**config.mk**
```make
export PLATFORM = sky130hd
export DESIGN_NAME = pffr_ctrl
export DESIGN_NICKNAME = d
export VERILOG_FILES = /design/src/sv/pffr_pkg.sv /design/src/sv/pffr_ctrl.sv
export SDC_FILE = /design/constraint.sdc
export NUM_CORES = 1
export LEC_CHECK = 0
export BUFFER_PORTS_ARGS = -buffer_cell sky130_fd_sc_hd__clkbuf_2
export CAP_MARGIN = 40
export CORE_AREA = 2 2 39 41
export CTS_CLUSTER_DIAMETER = 200
export DETAILED_ROUTE_END_ITERATION = 10
export DIE_AREA = 0 0 41 43
export PLACE_DENSITY = 0.59
export SLEW_MARGIN = 10
export SYNTH_ARGS = -nofsm -noshare
export SYNTH_HDL_FRONTEND = slang
export SYNTH_SLANG_ARGS = --single-unit
```
**constraint.sdc**
```tcl
create_clock -name clk -period 1.55 [get_ports clk]
set_input_delay 0.465 -clock clk [delete_from_list [all_inputs] [get_ports clk]]
set_output_delay 0.465 -clock clk [all_outputs]
set_load 0.005 [all_outputs]
```
**src/sv/pffr_pkg.sv**
```systemverilog
// Shared widths, codes and controller/datapath signal groups for the page fault frame replacer.
`timescale 1ns / 1ps
`default_nettype none
package pffr_pkg;

    localparam int PAGE_W     = 10;
    localparam int RND_W      = 16;
    localparam int ACT_W      = 2;
    localparam int FRAME_W    = 6;
    localparam int FAULT_W    = 32;
    localparam int COUNT_W    = 7;
    localparam int PERM_W     = 2;
    localparam int ENTRY_W    = PERM_W + FRAME_W;
    localparam int CFG_IDX_W  = 1;
    localparam int CFG_DATA_W = 7;

    localparam int DEF_NUM_PAGES  = 1024;
    localparam int DEF_NUM_FRAMES = 64;

    localparam logic [COUNT_W-1:0] COUNT_RESET = 7'd64;

    // Remainder unit: bits of the random value handled per cycle.
    localparam int MOD_DIGIT = 4;
    localparam int MOD_STEPS = RND_W / MOD_DIGIT;
    localparam int MOD_CNT_W = $clog2(MOD_STEPS + 1);

    localparam logic [ACT_W-1:0] ACT_NONE  = 2'd0;
    localparam logic [ACT_W-1:0] ACT_GRANT = 2'd1;
    localparam logic [ACT_W-1:0] ACT_LOAD  = 2'd2;

    localparam logic [PERM_W-1:0] PERM_NONE = 2'd0;
    localparam logic [PERM_W-1:0] PERM_RO   = 2'd1;
    localparam logic [PERM_W-1:0] PERM_RW   = 2'd3;

    localparam logic [CFG_IDX_W-1:0] CFG_MODE  = 1'b0;
    localparam logic [CFG_IDX_W-1:0] CFG_COUNT = 1'b1;

    localparam logic MODE_FIFO   = 1'b0;
    localparam logic MODE_RANDOM = 1'b1;

    typedef struct packed {
        logic ready;
        logic accept;
        logic clr_write;
        logic grant;
        logic pick;
        logic evict_read;
        logic evict_clear;
        logic map;
        logic emit;
    } ctl_cmd_t;

    typedef struct packed {
        logic              clr_last;
        logic              in_range;
        logic [PERM_W-1:0] perm;
        logic              need_mod;
        logic              mod_done;
        logic              evict;
        logic              out_busy;
    } ctl_status_t;

endpackage
`default_nettype wire

```
**src/sv/pffr_ctrl.sv**
```systemverilog
// Controller state machine that sequences table accesses for each fault item.
`timescale 1ns / 1ps
`default_nettype none
module pffr_ctrl
    import pffr_pkg::*;
(
    input  wire logic        clk,
    input  wire logic        rst_n,
    input  wire logic        item_valid,
    input  wire ctl_status_t st,
    output ctl_cmd_t         cmd
);

    typedef enum logic [2:0] {
        S_CLEAR,
        S_IDLE,
        S_LOOKUP,
        S_PICK,
        S_OWNER,
        S_EVICT,
        S_MAP,
        S_EMIT
    } state_t;

    state_t state_reg;
    state_t state_next;
    logic   ready_reg;
    logic   ready_next;

    always_comb
    begin
        state_next = state_reg;
        cmd        = '0;
        cmd.ready  = ready_reg;
        case (state_reg)
            S_CLEAR:
            begin
                cmd.clr_write = 1'b1;
                if (st.clr_last)
                begin
                    state_next = S_IDLE;
                end
            end
            S_IDLE:
            begin
                if (item_valid)
                begin
                    cmd.accept = 1'b1;
                    state_next = S_LOOKUP;
                end
            end
            S_LOOKUP:
            begin
                if (!st.in_range || st.perm[1])
                begin
                    state_next = S_EMIT;
                end
                else if (st.perm == PERM_RO)
                begin
                    cmd.grant  = 1'b1;
                    state_next = S_EMIT;
                end
                else
                begin
                    state_next = S_PICK;
                end
            end
            S_PICK:
            begin
                if (!st.need_mod || st.mod_done)
                begin
                    cmd.pick   = 1'b1;
                    state_next = S_OWNER;
                end
            end
            S_OWNER:
            begin
                if (st.evict)
                begin
                    cmd.evict_read = 1'b1;
                    state_next     = S_EVICT;
                end
                else
                begin
                    state_next = S_MAP;
                end
            end
            S_EVICT:
            begin
                cmd.evict_clear = 1'b1;
                state_next      = S_MAP;
            end
            S_MAP:
            begin
                cmd.map    = 1'b1;
                state_next = S_EMIT;
            end
            S_EMIT:
            begin
                if (!st.out_busy)
                begin
                    cmd.emit   = 1'b1;
                    state_next = S_IDLE;
                end
            end
            default:
            begin
                state_next = S_CLEAR;
            end
        endcase
        ready_next = (state_next == S_IDLE);
    end

    always_ff @(posedge clk or negedge rst_n)
    begin
        if (!rst_n)
        begin
            state_reg <= S_CLEAR;
            ready_reg <= 1'b0;
        end
        else
        begin
            state_reg <= state_next;
            ready_reg <= ready_next;
        end
    end

endmodule
`default_nettype wire

```
==> run summary <==
DR iter-0 viols: 4
CP Capture Type: output port
Max Slew Vio Count: 0
synth unique cells: 21
period utilization: 105.8%
number of flip-flops under the largest register name: 3
synth warn: 0
Synthesized Nets: 51
drt first pass iters: 4
Placed Area: 439.2 um2
initial core utilization: 23.87%
worst-path cell chain: or2b_1 -> nor3b_2 -> buf_2
slowest CP cell: dfrtp_1
slack of the critical path: -0.08951 ns
Die W: 41 um
Slew @ Worst Pin: 0.2703 ns
CTS tree: done
final hold vios: 0
total power: 1030 uW
initial antenna violation count: 0
vias in the first global route: 304
violated checks: setup timing
gp weighted congestion: 0.5970
Worst VDD drop: 735.3 uV
Setup Crit Path Kind: reg2out
Pwr Density: 1893 nW/um2
Max Fclk: 609.9 MHz
H-Tree Depth: 1
gr usage total: 9.485%
Final ANT Viol Nets: 0
Worst Reg2Reg Path Length in Cells: 6
worst min path class: in2async
RSZ-0062 raised after global routing: true
clk buf depth: 2
Worst Skew: 0.001117 ns
worst hold margin: 0.03307 ns
Mean Syn Cell Area: 8.258 um2
core area: 1384 um2
CTS buffer count: 3
# rows: 14
Worst-Skew Late Latency: 0.23 ns
Leakage: 0.0002955 uW
Post-Syn Area: 330.3 um2
Syn Inst Count: 40
die height: 43 um
total stage count of the critical path: 3
full die area: 1763 um2
n_diodes: 0
Setup Viol. Count Final: 4
post-route design area: 544.3 um2
largest net degree at the start of global routing: 12
crit path time final: 1.640 ns
Via density: 4.687
post-DP HPWL: 612.8 um
maxcap violations: 0
status: finished with violations
Critical Path Max Stage Delay: 0.40 ns
routed via count: 389
# IOs: 20
Layout fillers: 156
synthesized flop and latch total: 4
share of layout cells above drive strength 1: 56.72%
drt drc: 0
CP max FO: 4
global-route wire length before repair: 1097 um
Post-Route WL: 888 um
Seq/Total Area, Yosys: 30.30%
Clock Tree Root: clkbuf_4
area added between synthesis and finish: 64.77%
Avg WL per Cell: 10.70 um
Nets: 80
arrival time at the worst endpoint: 1.17 ns
Setup TNS: -0.2561 ns
CP required: 1.08 ns
clk slew on worst S/H paths: 0.04 ns
cts hold-fix bufs: 0
I/O Buffers: 19
remaining global-route overflow: 0
crit-path leading delay family: simple AND/OR/NAND/NOR gates
CP startpoint kind: register
CTS Sinks: 4
WP buf/inv: 1
slew margin rel.: 81.86%
cell usage in the layout, fill, tap and decap left out, types with 3 or more instances in the layout:
master	count
nand2b_1	3
a21oi_1	4
buf_4	5
buf_2	6
clkbuf_4	3
dfrtp_1	4
nor2_1	3
clkbuf_2	14
inv_1	3
buf_6	3
per-stage QoR:
stage                     std cells  util, %  setup slack, ns
after floorplan                  40        -           0.1848
after detailed placement         74    31.74        -0.003819
after CTS                        79    35.99         -0.09461
final                            83    39.33         -0.08951
after global placement           74    31.74          0.03657
after global routing             83    39.33          -0.1414
per-layer routing:
layer  wire, um  track usage, %
met1        315           9.804
met2        509           15.31
met3         63           1.571
met4          0           8.000
met5          0               0
worst paths after layout:
check / from / to / slack (ns)
worst max-delay path: state_reg[2] / cmd[7] / -0.09
worst min-delay path: rst_n / ready_reg / 0.03
worst min register to register: state_reg[1] / state_reg[2] / 0.72
max in group asynchronous: rst_n / state_reg[2] / 1.39
worst max register to register: state_reg[1] / ready_reg / 0.22
min in group clk: st[4] / state_reg[2] / 0.65
synthesized netlist by cell type:
cell | instances | area share, %
or2b_1 | 1 | 2.3
dfrtp_1 | 4 | 30
buf_6 | 1 | 3.4
nor2_1 | 3 | 3.4
mux2i_1 | 2 | 6.1
o22ai_1 | 2 | 3.8
nand2b_1 | 4 | 7.6
and3_1 | 1 | 1.9
nand2_1 | 2 | 2.3
a311oi_1 | 1 | 2.7
o22a_1 | 1 | 2.7
nor3_1 | 2 | 3.0
inv_1 | 3 | 3.4
buf_4 | 1 | 2.3
nor4_1 | 1 | 1.9
a21o_1 | 1 | 2.3
buf_2 | 2 | 3.0
nor3_2 | 1 | 3.0
nor3b_1 | 2 | 4.5
nand2b_4 | 1 | 4.2
a21oi_1 | 4 | 6.1
report_power, final:
| group | leakage, uW | switching [uW] | internal (uW) |
|---|---|---|---|
| Combinational | 0.000234 | 339 | 371 |
| Sequential | 0.0000473 | 38.9 | 155 |
| Clock | 0.0000138 | 39.3 | 86.4 |
| Total | 0.000295 | 417 | 613 |
final cells by class:
class | count | area [um2] | share of cell area, %
multi-input cells | 29 | 219.0 | 40.23
repair buffers | 28 | 171.4 | 31.49
flip-flops and latches | 4 | 100.1 | 18.39
clock buffers | 3 | 22.52 | 4.138
well taps | 16 | 20.02 | 3.678
inverters | 3 | 11.26 | 2.069
kinds of logic (layout without fill, tap and decap cells):
logic type / after synthesis / count (layout) / share of synthesized area (%)
DFF: 4 / 4 / 30.30
and+or+nand+nor: 18 / 18 / 34.09
AOI/OAI and AO/OA: 9 / 9 / 17.43
muxes: 2 / 2 / 6.061
buffers and inverters: 7 / 34 / 12.12
repair_timing:
item                                   CTS  global route
gates resized for setup                  5             8
buffers inserted                         1             4
endpoints found under the hold margin    0             0
setup endpoints to repair                6             8
cloned                                   1             0
pin swaps                                2             0
(Power assumes the default switching activity.)
